### src/lpd_pkg.sv
// Package for the length-prefixed deframer: beat structs, codes and constants.
// No dependencies; imported by every module of the block.
`timescale 1ns / 1ps

package lpd_pkg;

  // reset value of the frame length limit
  localparam logic [15:0] MaxFrameLenReset = 16'h3FFF;
  // the length field counts its own two bytes
  localparam logic [15:0] HeaderBytes = 16'd2;

  // kind of a result beat
  typedef enum logic [1:0] {
    KIND_PAYLOAD   = 2'd0,
    KIND_EMPTY     = 2'd1,
    KIND_SYNC_LOST = 2'd2
  } lpd_kind_e;

  // position inside a frame
  typedef enum logic [1:0] {
    PH_LEN_LO = 2'd0,
    PH_LEN_HI = 2'd1,
    PH_FIRST  = 2'd2,
    PH_REST   = 2'd3
  } lpd_phase_e;

  // input beat
  typedef struct packed {
    logic [7:0]  data_byte;
    logic        seg_start;
    logic [15:0] seg_len;
  } lpd_in_t;

  // result beat
  typedef struct packed {
    lpd_kind_e   out_kind;
    logic [7:0]  out_byte;
    logic        frame_first;
    logic        frame_last;
  } lpd_out_t;

endpackage

### src/lpd_in_stage.sv
// Input register of the deframer: holds one accepted input beat.
// Depends on lpd_pkg.
`timescale 1ns / 1ps

module lpd_in_stage import lpd_pkg::*; (
  input  logic    clk_i,
  input  logic    rst_ni,
  input  logic    in_valid_i,
  output logic    in_ready_o,
  input  lpd_in_t in_data_i,
  input  logic    pop_i,
  output logic    valid_o,
  output lpd_in_t item_o
);

  logic    valid_q, valid_d;
  lpd_in_t item_q;
  logic    load;

  // free when empty or when the held beat moves on this cycle
  assign in_ready_o = !valid_q || pop_i;
  assign load       = in_valid_i && in_ready_o;

  // occupancy
  always_comb begin
    valid_d = valid_q;
    if (load) begin
      valid_d = 1'b1;
    end else if (pop_i) begin
      valid_d = 1'b0;
    end
  end

  always_ff @(posedge clk_i or negedge rst_ni) begin
    if (!rst_ni) begin
      valid_q <= 1'b0;
    end else begin
      valid_q <= valid_d;
    end
  end

  // payload, no reset
  always_ff @(posedge clk_i) begin
    if (load) begin
      item_q <= in_data_i;
    end
  end

  assign valid_o = valid_q;
  assign item_o  = item_q;

endmodule

### src/lpd_core.sv
// Framing state machine of the deframer: sync tracking, length checks, result build.
// Depends on lpd_pkg.
`timescale 1ns / 1ps

module lpd_core import lpd_pkg::*; (
  input  logic        clk_i,
  input  logic        rst_ni,
  input  logic        cfg_we_i,
  input  logic [15:0] cfg_wdata_i,
  input  logic        step_i,
  input  lpd_in_t     item_i,
  output logic        res_valid_o,
  output lpd_out_t    res_o
);

  logic        in_sync_q, in_sync_d;
  lpd_phase_e  phase_q, phase_d;
  logic [7:0]  len_lo_q, len_lo_d;
  logic [15:0] remain_q, remain_d;
  logic        drop_q, drop_d;
  logic [15:0] seg_len_q, seg_len_d;
  logic [15:0] max_len_q;

  logic [15:0] len;
  logic        len_bad;
  logic        len_empty;
  logic        last_byte;

  // length assembled from the held low byte and this byte
  assign len       = {item_i.data_byte, len_lo_q};
  assign len_bad   = (len < HeaderBytes) || (len > max_len_q);
  assign len_empty = (len == HeaderBytes);
  assign last_byte = (remain_q <= 16'd1);

  // next state
  always_comb begin
    in_sync_d = in_sync_q;
    phase_d   = phase_q;
    len_lo_d  = len_lo_q;
    remain_d  = remain_q;
    drop_d    = drop_q;
    seg_len_d = seg_len_q;
    if (!in_sync_q) begin
      if (item_i.seg_start) begin
        // trial: first byte of the segment is the low length byte
        seg_len_d = item_i.seg_len;
        len_lo_d  = item_i.data_byte;
        phase_d   = PH_LEN_HI;
        drop_d    = 1'b0;
      end else if (drop_q || (phase_q != PH_LEN_HI)) begin
        drop_d  = 1'b1;
        phase_d = PH_LEN_LO;
      end else if ((len != seg_len_q) || len_bad) begin
        drop_d  = 1'b1;
        phase_d = PH_LEN_LO;
      end else begin
        in_sync_d = 1'b1;
        if (len_empty) begin
          phase_d = PH_LEN_LO;
        end else begin
          remain_d = len - HeaderBytes;
          phase_d  = PH_FIRST;
        end
      end
    end else begin
      case (phase_q)
        PH_LEN_LO: begin
          len_lo_d = item_i.data_byte;
          phase_d  = PH_LEN_HI;
        end
        PH_LEN_HI: begin
          if (len_bad) begin
            in_sync_d = 1'b0;
            drop_d    = 1'b1;
            phase_d   = PH_LEN_LO;
            remain_d  = 16'd0;
          end else if (len_empty) begin
            phase_d = PH_LEN_LO;
          end else begin
            remain_d = len - HeaderBytes;
            phase_d  = PH_FIRST;
          end
        end
        default: begin
          if (last_byte) begin
            remain_d = 16'd0;
            phase_d  = PH_LEN_LO;
          end else begin
            remain_d = remain_q - 16'd1;
            phase_d  = PH_REST;
          end
        end
      endcase
    end
  end

  // result for this beat
  always_comb begin
    res_valid_o       = 1'b0;
    res_o.out_kind    = KIND_PAYLOAD;
    res_o.out_byte    = 8'd0;
    res_o.frame_first = 1'b0;
    res_o.frame_last  = 1'b0;
    if (!in_sync_q) begin
      if (!item_i.seg_start && !drop_q && (phase_q == PH_LEN_HI) &&
          (len == seg_len_q) && !len_bad && len_empty) begin
        res_valid_o    = 1'b1;
        res_o.out_kind = KIND_EMPTY;
      end
    end else begin
      case (phase_q)
        PH_LEN_LO: begin
          res_valid_o = 1'b0;
        end
        PH_LEN_HI: begin
          if (len_bad) begin
            res_valid_o    = 1'b1;
            res_o.out_kind = KIND_SYNC_LOST;
          end else if (len_empty) begin
            res_valid_o    = 1'b1;
            res_o.out_kind = KIND_EMPTY;
          end
        end
        default: begin
          res_valid_o       = 1'b1;
          res_o.out_byte    = item_i.data_byte;
          res_o.frame_first = (phase_q == PH_FIRST);
          res_o.frame_last  = last_byte;
        end
      endcase
    end
  end

  // framing state, updated once per beat that leaves the input register
  always_ff @(posedge clk_i or negedge rst_ni) begin
    if (!rst_ni) begin
      in_sync_q <= 1'b0;
      phase_q   <= PH_LEN_LO;
      len_lo_q  <= 8'd0;
      remain_q  <= 16'd0;
      drop_q    <= 1'b1;
      seg_len_q <= 16'd0;
    end else if (step_i) begin
      in_sync_q <= in_sync_d;
      phase_q   <= phase_d;
      len_lo_q  <= len_lo_d;
      remain_q  <= remain_d;
      drop_q    <= drop_d;
      seg_len_q <= seg_len_d;
    end
  end

  // frame length limit register
  always_ff @(posedge clk_i or negedge rst_ni) begin
    if (!rst_ni) begin
      max_len_q <= MaxFrameLenReset;
    end else if (cfg_we_i) begin
      max_len_q <= cfg_wdata_i;
    end
  end

endmodule

### src/lpd_out_stage.sv
// Result register of the deframer: holds one result beat until it is taken.
// Depends on lpd_pkg.
`timescale 1ns / 1ps

module lpd_out_stage import lpd_pkg::*; (
  input  logic     clk_i,
  input  logic     rst_ni,
  input  logic     load_i,
  input  lpd_out_t res_i,
  output logic     free_o,
  output logic     out_valid_o,
  input  logic     out_ready_i,
  output lpd_out_t out_data_o
);

  logic     valid_q, valid_d;
  lpd_out_t res_q;

  // slot can take a new beat when empty or draining this cycle
  assign free_o = !valid_q || out_ready_i;

  always_comb begin
    valid_d = valid_q;
    if (load_i) begin
      valid_d = 1'b1;
    end else if (out_ready_i) begin
      valid_d = 1'b0;
    end
  end

  always_ff @(posedge clk_i or negedge rst_ni) begin
    if (!rst_ni) begin
      valid_q <= 1'b0;
    end else begin
      valid_q <= valid_d;
    end
  end

  // payload, no reset
  always_ff @(posedge clk_i) begin
    if (load_i) begin
      res_q <= res_i;
    end
  end

  assign out_valid_o = valid_q;
  assign out_data_o  = res_q;

endmodule

### src/length_prefixed_deframer.sv
// Length-prefixed deframer: input register, framing core, result register.
// A result beat passes through the input register and then the result register before it shows on out_valid_o.
// Throughput: 1 input beat per cycle while the result side is ready.
// Reset: out of sync, dropping until a segment start; frame length limit 16383.
// Depends on lpd_pkg, lpd_in_stage, lpd_core, lpd_out_stage.
`timescale 1ns / 1ps

module length_prefixed_deframer import lpd_pkg::*; (
  input  logic        clk_i,
  input  logic        rst_ni,
  input  logic        cfg_we_i,
  input  logic [15:0] cfg_wdata_i,
  input  logic        in_valid_i,
  output logic        in_ready_o,
  input  lpd_in_t     in_data_i,
  output logic        out_valid_o,
  input  logic        out_ready_i,
  output lpd_out_t    out_data_o
);

  logic     held_valid;
  lpd_in_t  held_item;
  logic     slot_free;
  logic     step;
  logic     res_valid;
  lpd_out_t res;

  // a held beat advances when the result slot can take its result
  assign step = held_valid && slot_free;

  lpd_in_stage u_in_stage (
    .clk_i      (clk_i),
    .rst_ni     (rst_ni),
    .in_valid_i (in_valid_i),
    .in_ready_o (in_ready_o),
    .in_data_i  (in_data_i),
    .pop_i      (step),
    .valid_o    (held_valid),
    .item_o     (held_item)
  );

  lpd_core u_core (
    .clk_i       (clk_i),
    .rst_ni      (rst_ni),
    .cfg_we_i    (cfg_we_i),
    .cfg_wdata_i (cfg_wdata_i),
    .step_i      (step),
    .item_i      (held_item),
    .res_valid_o (res_valid),
    .res_o       (res)
  );

  lpd_out_stage u_out_stage (
    .clk_i       (clk_i),
    .rst_ni      (rst_ni),
    .load_i      (step && res_valid),
    .res_i       (res),
    .free_o      (slot_free),
    .out_valid_o (out_valid_o),
    .out_ready_i (out_ready_i),
    .out_data_o  (out_data_o)
  );

endmodule
### config.mk
export PLATFORM = sky130hd
export DESIGN_NAME = length_prefixed_deframer
export DESIGN_NICKNAME = d
export VERILOG_FILES = /design/src/lpd_pkg.sv /design/src/lpd_in_stage.sv /design/src/lpd_core.sv /design/src/lpd_out_stage.sv /design/src/length_prefixed_deframer.sv
export SDC_FILE = /design/constraint.sdc
export NUM_CORES = 1
export LEC_CHECK = 0
export ABC_AREA = 1
export BUFFER_PORTS_ARGS = -buffer_cell sky130_fd_sc_hd__buf_4
export CAP_MARGIN = 10
export CORE_UTILIZATION = 55
export CTS_BUF_LIST = sky130_fd_sc_hd__clkbuf_16
export DETAILED_ROUTE_END_ITERATION = 8
export GPL_TIMING_DRIVEN = 1
export PLACE_DENSITY = 0.78
export SLEW_MARGIN = 20
export SYNTH_ARGS = -nofsm -noshare
export SYNTH_HDL_FRONTEND = slang
export SYNTH_HIERARCHICAL = 1
export SYNTH_SLANG_ARGS = --single-unit
### constraint.sdc
create_clock -name clk_i -period 4.1 [get_ports clk_i]
set_clock_uncertainty 0.2 [all_clocks]
set_input_delay 0.615 -clock clk_i [delete_from_list [all_inputs] [get_ports clk_i]]
set_output_delay 0.615 -clock clk_i [all_outputs]
set_load 0.02 [all_outputs]
Word level (Yosys, flattened, before mapping):

Cells that the tools add are included.

* register bits after elaboration: 99
* word-level logic and storage cells: 108
* input bits: 46
* output and inout bits: 14

* bitwise logic cells: 1
* equal/unequal tests: 13
* order comparisons: 3
* reduce and logical (&&, ||, !) cells: 28
* muxes and demuxes: 45
* $add $sub $neg: 2

Operator list (count)
* 16-bit two-way mux: 7
* 16-bit one-hot mux with 2 select lines: 1
* 8-bit two-way mux: 3
* 1-bit two-way mux: 22
* 2-bit two-way mux: 10
* 16-bit == test: 1
* 16-bit by 2-bit == test with 1-bit output, second input constant: 1
* 16-bit > comparator: 1
* 16-bit by 1-bit less-or-equal comparator with 1-bit output, second input constant: 1
* 16-bit by 2-bit < comparator with 1-bit output, second input constant: 1
* 16-bit != test: 1
* 16-bit by 1-bit subtractor with 16-bit output, second input constant: 1
* 16-bit by 2-bit subtractor with 16-bit output, second input constant: 1
* 1-bit logical AND: 8
* 2-bit by 1-bit != test with 1-bit output, second input constant: 4
* 2-bit != test, second input constant: 4
* 3-bit AND reduction: 2
* 2-bit nonzero test: 3
* 1-bit logical NOT: 5
* 1-bit logical OR: 5
* 5-bit AND reduction: 1
* 2-bit one-hot mux with 2 select lines: 1
* 4-bit AND reduction: 1
* 4-bit nonzero test: 1
* other kinds (6): 6

Longest topological paths before layout:

* word-level depth: 10
* gate-level depth with buffers: 20
* gate-level depth less buffers: 20

Hierarchy:

Netlist, hierarchy kept.

Modules (own cells, without submodules)
* lpd_core: cells each 600, times used 1, area an instance 4237.8 µm²
* lpd_in_stage: cells each 31, times used 1, area an instance 795.8 µm²
* lpd_out_stage: cells each 17, times used 1, area an instance 405.4 µm²
* length_prefixed_deframer: cells each 4, times used 1, area an instance 17.5 µm²

Least setup slack after synthesis:

No wires, ideal clock.

* path kind: input to register
* start: in out_ready_i
* end: reg u_in_stage.item_q, in the netlist u_in_stage/item_o[0], enable pin
* required time: 3485 ps
* arrival: 2235 ps
* stages on the path: 6
* slack: 1249 ps
* library setup time: 415 ps
* path through: inv_1 > nand2_2 > nand2_1 > inv_1 > inv_1 > a21oi_1

* longest elaborated chain between the ends: 4

Ends and longest elaborated chain
* start, declared: RTL line length_prefixed_deframer.sv:17 `input logic out_ready_i,`
* 1-bit logical OR: RTL line lpd_out_stage.sv:20 `assign free_o = !valid_q || out_ready_i;`
* net slot_free: RTL line length_prefixed_deframer.sv:23 `logic slot_free;`
* 1-bit logical AND: RTL line length_prefixed_deframer.sv:29 `assign step = held_valid && slot_free;`
* net step: RTL line length_prefixed_deframer.sv:24 `logic step;`
* 1-bit logical OR: RTL line lpd_in_stage.sv:21 `assign in_ready_o = !valid_q || pop_i;`
* 1-bit logical AND: RTL line lpd_in_stage.sv:22 `assign load = in_valid_i && in_ready_o;`
* net u_in_stage.load: RTL line lpd_in_stage.sv:18 `logic load;`
* end signal, assigned: RTL line lpd_in_stage.sv:45 `item_q <= in_data_i;`
* end, declared: RTL line lpd_in_stage.sv:17 `lpd_in_t item_q;`

The timed path passes the listed nets, and every way through them passes these cells.
A chain may end at the register's enable or synchronous reset.

Worst setup path after layout:

* start: reg u_core.max_len_q[9]
* end: reg u_out_stage.res_q, in the netlist u_out_stage/out_data_o[10], enable pin

* longest elaborated chain between the ends: 8
* elaborated cells between the ends (all ways): 10
* classes of those cells: order compare: 1; mux: 4; reduce/logical: 5

Ends and longest elaborated chain
* start, declared: RTL line lpd_core.sv:22 `logic [15:0] max_len_q;`
* start signal, assigned: RTL line lpd_core.sv:156 `max_len_q <= MaxFrameLenReset;`
* start signal, assigned: RTL line lpd_core.sv:158 `max_len_q <= cfg_wdata_i;`
* 16-bit > comparator (*): RTL line lpd_core.sv:31 `assign len_bad = (len < HeaderBytes) || (len > max_len_q);`
* 1-bit logical OR (*): RTL line lpd_core.sv:31
* 1-bit logical NOT: RTL line lpd_core.sv:106 `(len == seg_len_q) && !len_bad && len_empty) begin`
* 1-bit logical AND (2 in a row): RTL line lpd_core.sv:106
* 1-bit two-way mux: RTL line lpd_core.sv:105 `if (!item_i.seg_start && !drop_q && (phase_q == PH_LEN_HI) &&`
* 1-bit two-way mux (*): RTL line lpd_core.sv:104 `if (!in_sync_q) begin`
* net res_valid: RTL line length_prefixed_deframer.sv:25 `logic res_valid;`
* 1-bit logical AND (*): RTL line length_prefixed_deframer.sv:56 `.load_i (step && res_valid),`
* end signal, assigned: RTL line lpd_out_stage.sv:42 `res_q <= res_i;`
* end, declared: RTL line lpd_out_stage.sv:17 `lpd_out_t res_q;`

Mark *: on every way through the listed nets, which the timed path passes. The rest lies on a longest branch.

==> metrics.txt <==
Core ar. 9420 µm²; Die ar. 10300 µm²; later-pin clock latency in the skew report 0.35 ns; DP Wirelength 9560 µm; clock network power share 18.9%; M3 GR Usage 5.38%; Congestion Overflow GR 0; CP Launch Type register; leading cell type in the layout, fill and taps excluded nand2_1; Worst Tran Pin Value 0.799 ns; Post-Syn Area per Cell 8.37 µm²; Die Width 102 µm; final setup violation count 0; Tot Pwr 4490 µW; post-layout min period 3.31 ns; Crit Path Class register to register; CTS tree built; average wire per standard cell 15.2 µm; Net Sw Frac 43.4%; synthesized area 5460 µm²; CP max stage cell dfstp_2; layout cell share with drive strength beyond 1 18.9%; number of detailed-route iterations in the first pass 5; period utilization 80.6%; Power Internal 2540 µW; PD cells 712 nW/µm²; drt drc 0; Flop pwr share 37.5%; final hold violations 0; worst-path fanout max 13; required time worst endpoint 3.88 ns; Routed WL 12900 µm; vias in the first global route 4591; 1st-iter DRT viols 299; Setup Fix Bufs, Post-CTS 0; clock buffer depth 2; CTS root buf clkbuf_16; setup TNS 0 ns; Vias 4504; initial antenna violation count 0; H-tree depth 3; Switch Pwr 1950 µW; clock sinks 99; WP data arrival 3.08 ns; global-route wire length before repair 21400 µm; PortBufs 59; Max rail drop VDD 0.000554 V; Vias/cell 5.33; CP peak stage delay 0.52 ns; sequential share of the synthesized area 49.1%; max-cap violations 0; Total Routing Usage GR 27.4%; # resized after CTS 0; RD Place Congestion 0.998; kind of cell adding the most delay to the critical path simple AND/OR/NAND/NOR gates; Sequential cell area 2680 µm²; synthesized netlist cell count 652; gr busiest metal met2; Max-slew headroom 46.7%; most frequent cells in the layout 192 x nand2_1, 66 x inv_1, 65 x nor2_1, 61 x buf_4, 47 x dfrtp_1; ant diodes 0; hold-fix buffers at CTS 0; Initial Util 58.0%; Ys Warns 6; Layout Nets 776; met1 Use GR 32.1%; Num CTS Buffers 9; CP most frequent cell nand2_1; multi-input logic area 2410 µm²; CP Buf/Inv Count 2; die height 102 µm; crit end category register; Pleak 0.00305 µW; post-route ant nets 0; met2 GRT Util 48.1%; post-route cell area 6310 µm²; Hold WS 0.139 ns; Max Freq 0.302 GHz; Hold WC Path Type input port to async pin; layout filler cell count 794; dpl cell area 6010 µm²; Reg clk slew, reported paths 0.07 ns; syn_nets 717; Rows 35; Synth Register Bits 99; I/O pin cnt 60; Comb power frac 43.5%; Synth cell types 37; Pins Over Slew Limit 0; worst path cell trace inv_1, ha_1, nand2_1, nand2_1, nand3_1, nand2_1, a21oi_1, nand2_1, nand2_1, nand3_2, nor2_1, nand3_1, nand3_1, inv_1, nor2_2; status finished clean; largest net degree at the start of global routing 63; Layout Area Growth over Synthesis 15.7%; RSZ-0062 raised after global routing no
-- kinds of logic (layout without fill, tap and decap cells) --
family	count (synthesis)	after routing	synth area share [%]
xor+xnor	24	24	3.85
buf+inv	93	157	6.83
mux	8	8	1.65
flops	99	99	49.1
compound gates	74	74	7.41
fa+ha+maj	19	19	4.36
simple gates	335	335	26.8
-- power by group through the flow --
| stage | logic (µW) | registers, µW | clock network [µW] |
|---|---|---|---|
| 2_1_floorplan | 1430 | 1670 | 0 |
| 3_5_place_dp | 1930 | 1700 | 0 |
| 5_1_grt | 2220 | 1720 | 902 |
| 3_3_place_gp | 1880 | 1680 | 0 |
| 6_report | 1960 | 1690 | 851 |
| 4_1_cts | 1950 | 1680 | 871 |
-- through the flow --
step | setup slack [ns] | instances | util, %
finish | 0.793 | 845 | 67.1
global route | 0.601 | 845 | 67.1
CTS | 0.785 | 845 | 67.1
detailed placement | 0.853 | 829 | 63.8
global placement | 0.980 | 829 | 63.8
floorplan | 1.25 | 652 | -
-- flip-flops by register name, summed over array words and instances, names as in the netlist, 2 cells and up --
signal / count
u_in_stage/item_o: 25
u_core/phase_q: 2
u_core/len_lo_q: 8
u_core/remain_q: 16
u_core/max_len_q: 16
u_core/seg_len_q: 16
u_out_stage/out_data_o: 12
-- synth_stat cells --
| library cell | count | area, µm² |
|---|---|---|
| a21o_1 | 1 | 7.51 |
| a21oi_1 | 24 | 120 |
| a21oi_4 | 1 | 16.3 |
| a31oi_1 | 2 | 12.5 |
| and3_1 | 1 | 6.26 |
| buf_2 | 4 | 20.0 |
| buf_4 | 1 | 7.51 |
| buf_6 | 2 | 22.5 |
| clkbuf_1 | 6 | 22.5 |
| clkinv_1 | 3 | 11.3 |
| dfrtp_1 | 47 | 1180 |
| dfstp_2 | 15 | 394 |
| edfxtp_1 | 37 | 1110 |
| ha_1 | 19 | 238 |
| inv_1 | 65 | 244 |
| inv_2 | 12 | 45.0 |
| mux2_2 | 8 | 90.1 |
| nand2_1 | 192 | 721 |
| nand2_2 | 7 | 43.8 |
| nand3_1 | 32 | 160 |
| nand3_2 | 2 | 20.0 |
| nand3b_1 | 3 | 22.5 |
| nand4_1 | 13 | 81.3 |
| nand4_4 | 1 | 21.3 |
| nor2_1 | 65 | 244 |
| nor2_2 | 5 | 31.3 |
| nor2_4 | 2 | 22.5 |
| nor3_1 | 5 | 25.0 |
| nor3_2 | 3 | 30.0 |
| nor4_1 | 2 | 12.5 |
| nor4_2 | 1 | 12.5 |
| o211ai_1 | 6 | 45.0 |
| o21ai_0 | 39 | 195 |
| o31ai_1 | 1 | 7.51 |
| or2_2 | 1 | 6.26 |
| xnor2_1 | 6 | 52.6 |
| xor2_1 | 18 | 158 |
-- final timing paths --
path / start / endpoint / slack (ns) / depth (start not counted)
max: u_core/max_len_q[9] / u_out_stage/out_data_o[10] / 0.79 / 15
min: rst_ni / u_core/phase_q[0] / 0.14 / 1
max reg2reg: u_core/max_len_q[9] / u_out_stage/out_data_o[10] / 0.79 / 15
min reg2reg: u_in_stage/item_o[4] / u_core/seg_len_q[4] / 0.28 / 1
max in group asynchronous: rst_ni / u_core/seg_len_q[15] / 3.02 / 1
min in group clk_i: in_data_i[22] / u_in_stage/item_o[22] / 0.24 / 1
-- cell type report --
| cell class | count | share of cell area [%] |
|---|---|---|
| well taps | 129 | 2.56 |
| multi-input cells | 460 | 38.1 |
| clock buffers | 10 | 3.96 |
| repair buffers | 61 | 7.25 |
| clock inverters | 6 | 0.892 |
| inverters | 80 | 4.76 |
| flip-flops and latches | 99 | 42.5 |
-- metal layers --
layer	up-vias	share of wire [%]
met1	2097	41
met2	145	51
met4	0	3.4
met5	-	0
met3	33	4.9
li1	2229	-
Power figures use the tool's default switching activity.
